==> src/design/sdlh_pkg.sv <==
// Package for the salted dual-lane string hash: constants, opcode codes and the
// queue entry type shared by the front and back parts. No dependencies.
`timescale 1ns / 1ps
package sdlh_pkg;
  localparam logic [63:0] KeySeed   = 64'hcbf29ce484222325;
  localparam logic [63:0] ValueSeed = 64'h84222325cbf29ce4;
  localparam logic [63:0] MixPrime  = 64'h00000100000001b3;
  localparam int unsigned HashBytesDefault = 32;
  localparam int unsigned CmdDepth = 2;

  typedef enum logic [1:0] {
    OP_KEY    = 2'd0,
    OP_VALUE  = 2'd1,
    OP_FINISH = 2'd2,
    OP_NONE   = 2'd3
  } op_e;

  typedef struct packed {
    op_e         op;
    logic [7:0]  data;
    logic [63:0] nonce;
  } cmd_t;

  // Multiply by the prime 2^40 + 0x1b3 as a shift plus a narrow product.
  function automatic logic [63:0] mul_prime(input logic [63:0] x);
    logic [63:0] lo;
    lo = x * 64'h1b3;
    return lo + {x[23:0], 40'd0};
  endfunction
endpackage

==> src/design/sdlh_front.sv <==
// Front part: takes input transfers, drops the unused opcode and queues the
// rest for the back part. Depends on sdlh_pkg.
`timescale 1ns / 1ps
module sdlh_front (
  input  logic          clk_i,
  input  logic          rst_ni,
  input  logic          push,
  output logic          full,
  input  logic [1:0]    opcode_i,
  input  logic [7:0]    data_byte_i,
  input  logic [63:0]   nonce_i,
  output logic          cmd_valid_o,
  output sdlh_pkg::cmd_t cmd_o,
  input  logic          cmd_ready_i
);
  import sdlh_pkg::*;

  localparam int unsigned PtrW = $clog2(CmdDepth);

  cmd_t             mem_q [CmdDepth];
  logic [PtrW-1:0]  wr_q, rd_q;
  logic [PtrW:0]    cnt_q;
  logic             wr_en, rd_en, keep;

  assign full        = (cnt_q == (PtrW+1)'(CmdDepth));
  assign keep        = (op_e'(opcode_i) != OP_NONE);
  assign wr_en       = push && !full && keep;
  assign cmd_valid_o = (cnt_q != '0);
  assign cmd_o       = mem_q[rd_q];
  assign rd_en       = cmd_valid_o && cmd_ready_i;

  always_ff @(posedge clk_i) begin
    if (wr_en) begin
      mem_q[wr_q] <= '{op: op_e'(opcode_i), data: data_byte_i, nonce: nonce_i};
    end
  end

  always_ff @(posedge clk_i or negedge rst_ni) begin
    if (!rst_ni) begin
      wr_q  <= '0;
      rd_q  <= '0;
      cnt_q <= '0;
    end else begin
      if (wr_en) wr_q <= (wr_q == PtrW'(CmdDepth - 1)) ? '0 : wr_q + 1'b1;
      if (rd_en) rd_q <= (rd_q == PtrW'(CmdDepth - 1)) ? '0 : rd_q + 1'b1;
      cnt_q <= cnt_q + (PtrW+1)'(wr_en) - (PtrW+1)'(rd_en);
    end
  end

  a_cnt_bound: assert property (@(posedge clk_i) disable iff (!rst_ni)
    cnt_q <= (PtrW+1)'(CmdDepth))
    else $error("command queue overflow");
  a_no_write_full: assert property (@(posedge clk_i) disable iff (!rst_ni)
    full |-> !wr_en)
    else $error("write while full");
  a_empty_no_valid: assert property (@(posedge clk_i) disable iff (!rst_ni)
    (cnt_q == '0) |-> !cmd_valid_o)
    else $error("valid from empty queue");
endmodule

==> src/design/sdlh_back.sv <==
// Back part: lane absorption, finish mixing and hash byte output through a
// one-entry output register. Depends on sdlh_pkg.
`timescale 1ns / 1ps
module sdlh_back #(
  parameter int unsigned HashBytes = sdlh_pkg::HashBytesDefault
) (
  input  logic           clk_i,
  input  logic           rst_ni,
  input  logic           cmd_valid_i,
  input  sdlh_pkg::cmd_t cmd_i,
  output logic           cmd_ready_o,
  input  logic           cfg_valid,
  output logic           cfg_ready,
  input  logic [63:0]    cfg_data_i,
  output logic           empty,
  input  logic           pop,
  output logic [7:0]     hash_byte_o,
  output logic [5:0]     byte_index_o,
  output logic           last_o
);
  import sdlh_pkg::*;

  typedef enum logic [2:0] {
    S_IDLE, S_ABS_MUL, S_ABS_SH, S_RND_ADD, S_RND_MUL, S_OUT_SH, S_OUT_MUL, S_OUT_EMIT
  } state_e;

  state_e      state_q;
  logic [63:0] salt_q, a_q, b_q, m_q;
  logic [31:0] klen_q, vlen_q;
  logic        is_val_q;
  logic [2:0]  rnd_q;
  logic [5:0]  idx_q;
  logic [2:0]  mod7_q;
  logic        ovalid_q;
  logic [7:0]  obyte_q;
  logic [5:0]  oidx_q;
  logic        olast_q;
  logic [63:0] lane, m_x, m_s, a1, b1, a2, b2;
  logic [5:0]  shamt;
  logic        emit_go;

  // A salt write takes priority, so no command is taken in the same cycle.
  assign cmd_ready_o = (state_q == S_IDLE) && !cfg_valid;
  assign cfg_ready   = (state_q == S_IDLE);
  assign empty       = !ovalid_q;
  assign hash_byte_o  = obyte_q;
  assign byte_index_o = oidx_q;
  assign last_o       = olast_q;
  assign emit_go      = (state_q == S_OUT_EMIT) && (!ovalid_q || pop);

  always_comb begin
    lane  = is_val_q ? b_q : a_q;
    shamt = 6'd13 + {3'd0, mod7_q};
    m_x   = idx_q[0] ? b_q : a_q;
    m_s   = m_x ^ (m_x >> shamt);
    a1 = a_q + (b_q ^ (a_q >> 17));
    b1 = b_q + (a1 ^ (b_q >> 13));
    a2 = a1 ^ (a1 << 41);
    b2 = b1 ^ (b1 << 37);
  end

  always_ff @(posedge clk_i or negedge rst_ni) begin
    if (!rst_ni) begin
      state_q  <= S_IDLE;
      salt_q   <= '0;
      a_q      <= KeySeed;
      b_q      <= ~ValueSeed;
      klen_q   <= '0;
      vlen_q   <= '0;
      ovalid_q <= 1'b0;
      is_val_q <= 1'b0;
      rnd_q    <= '0;
      idx_q    <= '0;
      mod7_q   <= '0;
      m_q      <= '0;
      obyte_q  <= '0;
      oidx_q   <= '0;
      olast_q  <= 1'b0;
    end else begin
      if (emit_go) ovalid_q <= 1'b1;
      else if (pop && ovalid_q) ovalid_q <= 1'b0;
      unique case (state_q)
        S_IDLE: begin
          if (cfg_valid) begin
            salt_q <= cfg_data_i;
            a_q    <= KeySeed ^ cfg_data_i;
            b_q    <= ValueSeed ^ ~cfg_data_i;
            klen_q <= '0;
            vlen_q <= '0;
          end else if (cmd_valid_i) begin
            unique case (cmd_i.op)
              OP_KEY: begin
                a_q <= a_q ^ {56'd0, cmd_i.data};
                is_val_q <= 1'b0;
                klen_q <= klen_q + 32'd1;
                state_q <= S_ABS_MUL;
              end
              OP_VALUE: begin
                b_q <= b_q ^ {56'd0, cmd_i.data};
                is_val_q <= 1'b1;
                vlen_q <= vlen_q + 32'd1;
                state_q <= S_ABS_MUL;
              end
              OP_FINISH: begin
                a_q <= a_q ^ cmd_i.nonce ^ {klen_q, 32'd0};
                b_q <= b_q ^ ~cmd_i.nonce ^ {16'd0, vlen_q, 16'd0};
                rnd_q <= '0;
                state_q <= S_RND_ADD;
              end
              default: ;
            endcase
          end
        end
        S_ABS_MUL: begin
          m_q <= mul_prime(lane);
          state_q <= S_ABS_SH;
        end
        S_ABS_SH: begin
          if (is_val_q) b_q <= (m_q ^ (m_q >> 29)) ^ ((m_q ^ (m_q >> 29)) << 31);
          else          a_q <= (m_q ^ (m_q >> 27)) ^ ((m_q ^ (m_q >> 27)) << 33);
          state_q <= S_IDLE;
        end
        S_RND_ADD: begin
          a_q <= a2;
          b_q <= b2;
          state_q <= S_RND_MUL;
        end
        S_RND_MUL: begin
          a_q <= mul_prime(a_q);
          b_q <= mul_prime(b_q);
          rnd_q <= rnd_q + 3'd1;
          if (rnd_q == 3'd5) begin
            idx_q <= '0;
            mod7_q <= '0;
            state_q <= S_OUT_SH;
          end else begin
            state_q <= S_RND_ADD;
          end
        end
        S_OUT_SH: begin
          m_q <= m_s;
          state_q <= S_OUT_MUL;
        end
        S_OUT_MUL: begin
          m_q <= mul_prime(m_q) ^ salt_q;
          state_q <= S_OUT_EMIT;
        end
        S_OUT_EMIT: begin
          if (emit_go) begin
            obyte_q  <= m_q[8*idx_q[2:0] +: 8];
            oidx_q   <= idx_q;
            olast_q  <= (idx_q == 6'(HashBytes - 1));
            if (idx_q == 6'(HashBytes - 1)) begin
              a_q <= KeySeed ^ salt_q;
              b_q <= ValueSeed ^ ~salt_q;
              klen_q <= '0;
              vlen_q <= '0;
              state_q <= S_IDLE;
            end else begin
              idx_q  <= idx_q + 6'd1;
              mod7_q <= (mod7_q == 3'd6) ? 3'd0 : mod7_q + 3'd1;
              state_q <= S_OUT_SH;
            end
          end
        end
        default: state_q <= S_IDLE;
      endcase
    end
  end

  a_rnd_bound: assert property (@(posedge clk_i) disable iff (!rst_ni)
    rnd_q <= 3'd6)
    else $error("round count out of range");
  a_mod7: assert property (@(posedge clk_i) disable iff (!rst_ni)
    mod7_q <= 3'd6)
    else $error("index modulo out of range");
  a_emit_hold: assert property (@(posedge clk_i) disable iff (!rst_ni)
    (ovalid_q && !pop) |=> ovalid_q && $stable(obyte_q))
    else $error("waiting result lost");
endmodule

==> src/design/salted_dual_lane_string_hash_top.sv <==
// Top level of the salted dual-lane string hash.
// Depends on sdlh_pkg, sdlh_front and sdlh_back.
`timescale 1ns / 1ps
// A string byte passes the back xor, prime multiply and two xorshifts after
// its queue transfer; a finish runs the add and multiply rounds, then shift,
// multiply and emit per hash byte, HashBytes results in index order, the
// last one marked. The lane multiply is the limit. A two-entry queue sits
// between front and back. Salt writes reseed the lanes, are taken only while
// the back part is idle, and should be made only while no item is in flight.
module salted_dual_lane_string_hash_top #(
  parameter int unsigned HashBytes = sdlh_pkg::HashBytesDefault
) (
  input  logic        clk_i,
  input  logic        rst_ni,
  input  logic        push,
  output logic        full,
  input  logic [1:0]  opcode_i,
  input  logic [7:0]  data_byte_i,
  input  logic [63:0] nonce_i,
  input  logic        cfg_valid,
  output logic        cfg_ready,
  input  logic [63:0] cfg_data_i,
  output logic        empty,
  input  logic        pop,
  output logic [7:0]  hash_byte_o,
  output logic [5:0]  byte_index_o,
  output logic        last_o
);
  import sdlh_pkg::*;

  logic cmd_valid, cmd_ready;
  cmd_t cmd;

  sdlh_front u_front (
    .clk_i, .rst_ni, .push, .full, .opcode_i, .data_byte_i, .nonce_i,
    .cmd_valid_o(cmd_valid), .cmd_o(cmd), .cmd_ready_i(cmd_ready)
  );

  sdlh_back #(.HashBytes(HashBytes)) u_back (
    .clk_i, .rst_ni, .cmd_valid_i(cmd_valid), .cmd_i(cmd), .cmd_ready_o(cmd_ready),
    .cfg_valid, .cfg_ready, .cfg_data_i, .empty, .pop,
    .hash_byte_o, .byte_index_o, .last_o
  );
endmodule
==> config.mk <==
export PLATFORM = sky130hd
export DESIGN_NAME = salted_dual_lane_string_hash_top
export DESIGN_NICKNAME = d
export VERILOG_FILES = /design/src/design/sdlh_pkg.sv /design/src/design/sdlh_front.sv /design/src/design/sdlh_back.sv /design/src/design/salted_dual_lane_string_hash_top.sv
export SDC_FILE = /design/constraint.sdc
export NUM_CORES = 2
export LEC_CHECK = 0
export BUFFER_PORTS_ARGS = -buffer_cell sky130_fd_sc_hd__buf_4
export CAP_MARGIN = 5
export CORE_UTILIZATION = 34
export CTS_BUF_LIST = sky130_fd_sc_hd__clkbuf_8
export CTS_CLUSTER_DIAMETER = 200
export DETAILED_ROUTE_END_ITERATION = 12
export PLACE_DENSITY = 0.45
export SYNTH_ARGS = -nofsm -noshare
export SYNTH_HDL_FRONTEND = slang
export SYNTH_SLANG_ARGS = --single-unit
==> constraint.sdc <==
create_clock -name clk_i -period 10 [get_ports clk_i]
set_input_delay 1 -clock clk_i [delete_from_list [all_inputs] [get_ports clk_i]]
set_output_delay 1 -clock clk_i [all_outputs]
set_load 0.05 [all_outputs]
==> reports/results.tsv <==
stage	metric	value	unit
die	die_x	504	µm
critical_path	crit_fanout	7	
layout	fill_cells	25600	
synthesis	synth_nets	11300	
cts	worstSkewPairLatency	1.00	ns
cts	path_clk_slew	0.06	ns
critical_path	worstPathArrival	10.07	ns
synthesis	async_flop_share	70.6	%
critical_path	ff2ff_path_depth	25	
cts	clock_path_buffers	3	
critical_path	cp_slowest_cell	dfstp_2	
global_routing	top_usage_layer	met2	
sta	slew_headroom	-9.44	%
critical_path	cpMostUsedCell	o21ai_1	
critical_path	worstSetupEndpointType	register	
sta	rsz0062_at_grt	false	
layout	final_layout_size_suffix_gt1_share	11.4	%
sta	tns	0	ns
critical_path	path_buf_inv	0	
detailed_routing	via_count	79500	
synthesis	synth-edff-count	148	
sta	fin_crit_sh	91.9	%
die	core	251000	µm²
global_routing	grt_pass1_vias	77300	
cts	htree_levels	3	
cts	clockRootBuffer	clkbuf_8	
run_status	failed_checks	capacitance limit, slew limit	
critical_path	required	10.88	ns
run	cap_violations	5	
global_routing	grt_use_total	41.8	%
placed_design	gp_congestion	1.17	
global_routing	grt_max_degree	115	
global_routing	grt_pass1_wl	711000	µm
synthesis	synth.area.mux_share	6.14	%
layout	regArea	13500	µm²
sta	period_minus_slack	9.19	ns
critical_path	slowest_delay	0.83	ns
placed_design	io_buffer_count	160	
die	start_util	34.2	%
critical_path	endpoint	u_back.b_q[57]$_DFFE_PN1P_	
sta	hold_viol	0	
sta	fmax	0.109	GHz
synthesis	synth-xor-area-share	9.94	%
global_routing	grt_util_met1	49.4	%
cts	postCtsSetupBuffers	0	
detailed_routing	vias_per_cell	6.10	
synthesis	ys_ff_latch	504	
synthesis	yosysSeqAreaShare	15.7	%
cts	cts_made_buffers	109	
sta	slew_viol_final	14	
die	io_pins	161	
layout	nets	11500	
synthesis	synth-adder-area-share	35.1	%
global_routing	antenna_found_initial	96	
synthesis	synthSimpleGateAreaFrac	8.35	%
sta	worstMarginPinSlew	1.64	ns
layout	syn_to_final_growth	10.7	%
critical_path	start_kind	register	
cts	hold_buffers	0	
synthesis	synth_top_family_by_area	adder cells	
global_routing	met2_usage	59.9	%
run_status	status	finished with violations	
cts	cts_tree	built	
critical_path	timing.rr.start	u_back.a_q[17]$_DFFE_PN1P_	
detailed_routing	final_antenna_net_count	0	
critical_path	critPathKind	reg2reg	
synthesis	synth_area	85800	µm²
critical_path	startpoint	u_back.a_q[17]$_DFFE_PN1P_	
synthesis	ys_types	112	
synthesis	yosys_warnings	0	
detailed_routing	drtIter0Drc	10300	
placed_design	dpl.hpwl	436000	µm
cts	cts.repair.resized	0	
detailed_routing	detail_route.first_pass.iterations	9	
die	dieHeight	504	µm
critical_path	cp_top_family	compound AO/OA/AOI/OAI gates	
synthesis	yosys_most_used_dff	dfrtp_1	
critical_path	rrSetupSlack	0.81	ns
detailed_routing	drc_errors	0	
sta	setup_viol	0	
cts	cts_sinks	504	
synthesis	synth_compound_area_share	16.4	%
detailed_routing	totalWireLength	537000	µm
global_routing	overflow	0	
die	row_count	184	
critical_path	crit_cells	25	
synthesis	synth.avg_cell_area	9.15	µm²
die	die-area	254000	µm²
critical_path	critical_path.reg2reg.endpoint	u_back.b_q[57]$_DFFE_PN1P_	
layout	multi_input_area	65400	µm²
hold_path	hold_class	in2async	
global_routing	use_met3	15.1	%
synthesis	syn_inst	9370	
sta	clock_skew	0.0904	ns
detailed_routing	wl_per_cell	41.2	µm
## cell type report
cell class | count | share of cell area (%)
multi-input combinational | 6956 | 68.9
sequential | 504 | 14.2
inverter | 1440 | 5.69
tap | 3348 | 4.41
timing repair buffer | 490 | 4.04
clock buffer | 133 | 1.93
clock inverter | 74 | 0.623
antenna | 86 | 0.227
## how the worst min path moves through the flow
stage,endpoint,depth (start not counted),slack [ns]
after floorplan,u_front.wr_q$_DFFE_PN0P_,1,0.46
after global placement,u_back.byte_index_o[2]$_DFFE_PN0P_,1,0.49
after detailed placement,u_back.byte_index_o[2]$_DFFE_PN0P_,1,0.50
after CTS,u_front.wr_q$_DFFE_PN0P_,1,0.07
after global routing,u_front.wr_q$_DFFE_PN0P_,1,0.09
final,u_front.wr_q$_DFFE_PN0P_,1,0.09
## flip-flops by register name, indices dropped and copies added (netlist names), 3 cells and up
signal / cells
u_back.b_q: 64
u_back.salt_q: 64
u_back.m_q: 64
u_back.hash_byte_o: 8
u_back.mod7_q: 3
u_front.mem_q: 148
u_back.state_q: 3
u_back.byte_index_o: 6
u_back.idx_q: 6
u_back.a_q: 64
u_back.klen_q: 32
u_back.rnd_q: 3
u_back.vlen_q: 32
## Yosys cell counts (18+ instances only)
cell type,n,area share (%)
o21ai_0,502,2.9
mux2i_1,212,2.5
ha_1,817,12
o21ai_1,19,0.11
nor2b_1,38,0.28
and2_1,24,0.18
edfxtp_1,148,5.2
o221ai_1,27,0.28
or3_1,27,0.20
and3_1,61,0.44
dfrtp_1,292,8.5
nand2_1,559,2.4
a22oi_1,67,0.59
dfstp_2,64,2.0
nor4_1,18,0.13
a211oi_1,58,0.51
a31oi_1,75,0.55
fa_1,994,23
inv_1,1438,6.3
nand2b_1,56,0.41
o211ai_1,39,0.34
o22ai_1,99,0.72
xnor2_1,533,5.4
o21bai_1,66,0.58
nand4_1,93,0.68
a221oi_1,47,0.48
mux2_2,142,1.9
nor2_1,437,1.9
xor2_1,433,4.4
a222oi_1,21,0.25
nand3_1,107,0.62
a21o_1,224,2.0
o31ai_1,50,0.44
buf_1,32,0.14
o21a_1,43,0.38
buf_2,25,0.15
clkbuf_1,410,1.8
nor3_1,70,0.41
a21oi_1,634,3.7
mux4_2,68,1.8
## cells by family (layout without fill, tap and decap cells)
kind of cell    after synthesis  count (layout)
compound gates             2194            2194
other cells                   0              86
fa+ha+maj                  1811            1811
buf+inv                    1910            2137
flops                       504             504
mux                         423             423
xor+xnor                    969             969
simple gates               1559            1559
## metrics by stage
stage / setup WS [ns] / utilization, % / cells / instance area [µm²] / hold slack (ns)
floorplan: 3.54 / - / 9370 / 85800 / 0.460
global placement: 1.41 / 36.6 / 12700 / 92000 / 0.492
detailed placement: 1.44 / 36.6 / 12700 / 92000 / 0.502
CTS: 1.38 / 37.6 / 12900 / 94400 / 0.0656
global route: 0.865 / 37.8 / 13000 / 94800 / 0.0928
finish: 0.808 / 37.8 / 13000 / 95000 / 0.0875
## layer usage
layer | up-vias | part of all wire [%]
met3 | 1672 | 10
met4 | 46 | 10
met1 | 40500 | 38
met2 | 5233 | 42
li1 | 32100 | -
met5 | - | 0.083
## placed cells by master, fill, tap and decap left out, types with 61 or more instances in the layout
cell      netlist  final
a21o_1        224    224
a21oi_1       634    629
a22oi_1        67     66
a31oi_1        75     74
and3_1         61     61
buf_4           1    468
clkbuf_8        0    134
dfrtp_1       292    265
dfstp_2        64     64
diode_2         0     86
edfxtp_1      148    148
fa_1          994    994
ha_1          817    817
inv_1        1438   1474
mux2_2        142    142
mux2i_1       212    210
mux4_2         68     68
nand2_1       559    556
nand3_1       107    107
nand4_1        93     93
nor2_1        437    423
nor3_1         70     68
o21ai_0       502    496
o21bai_1       66     65
o22ai_1        99     99
xnor2_1       533    523
xor2_1        433    429
Power is not shown: default switching activity piles up to over one toggle a cycle in this logic, so the estimate is an artifact.
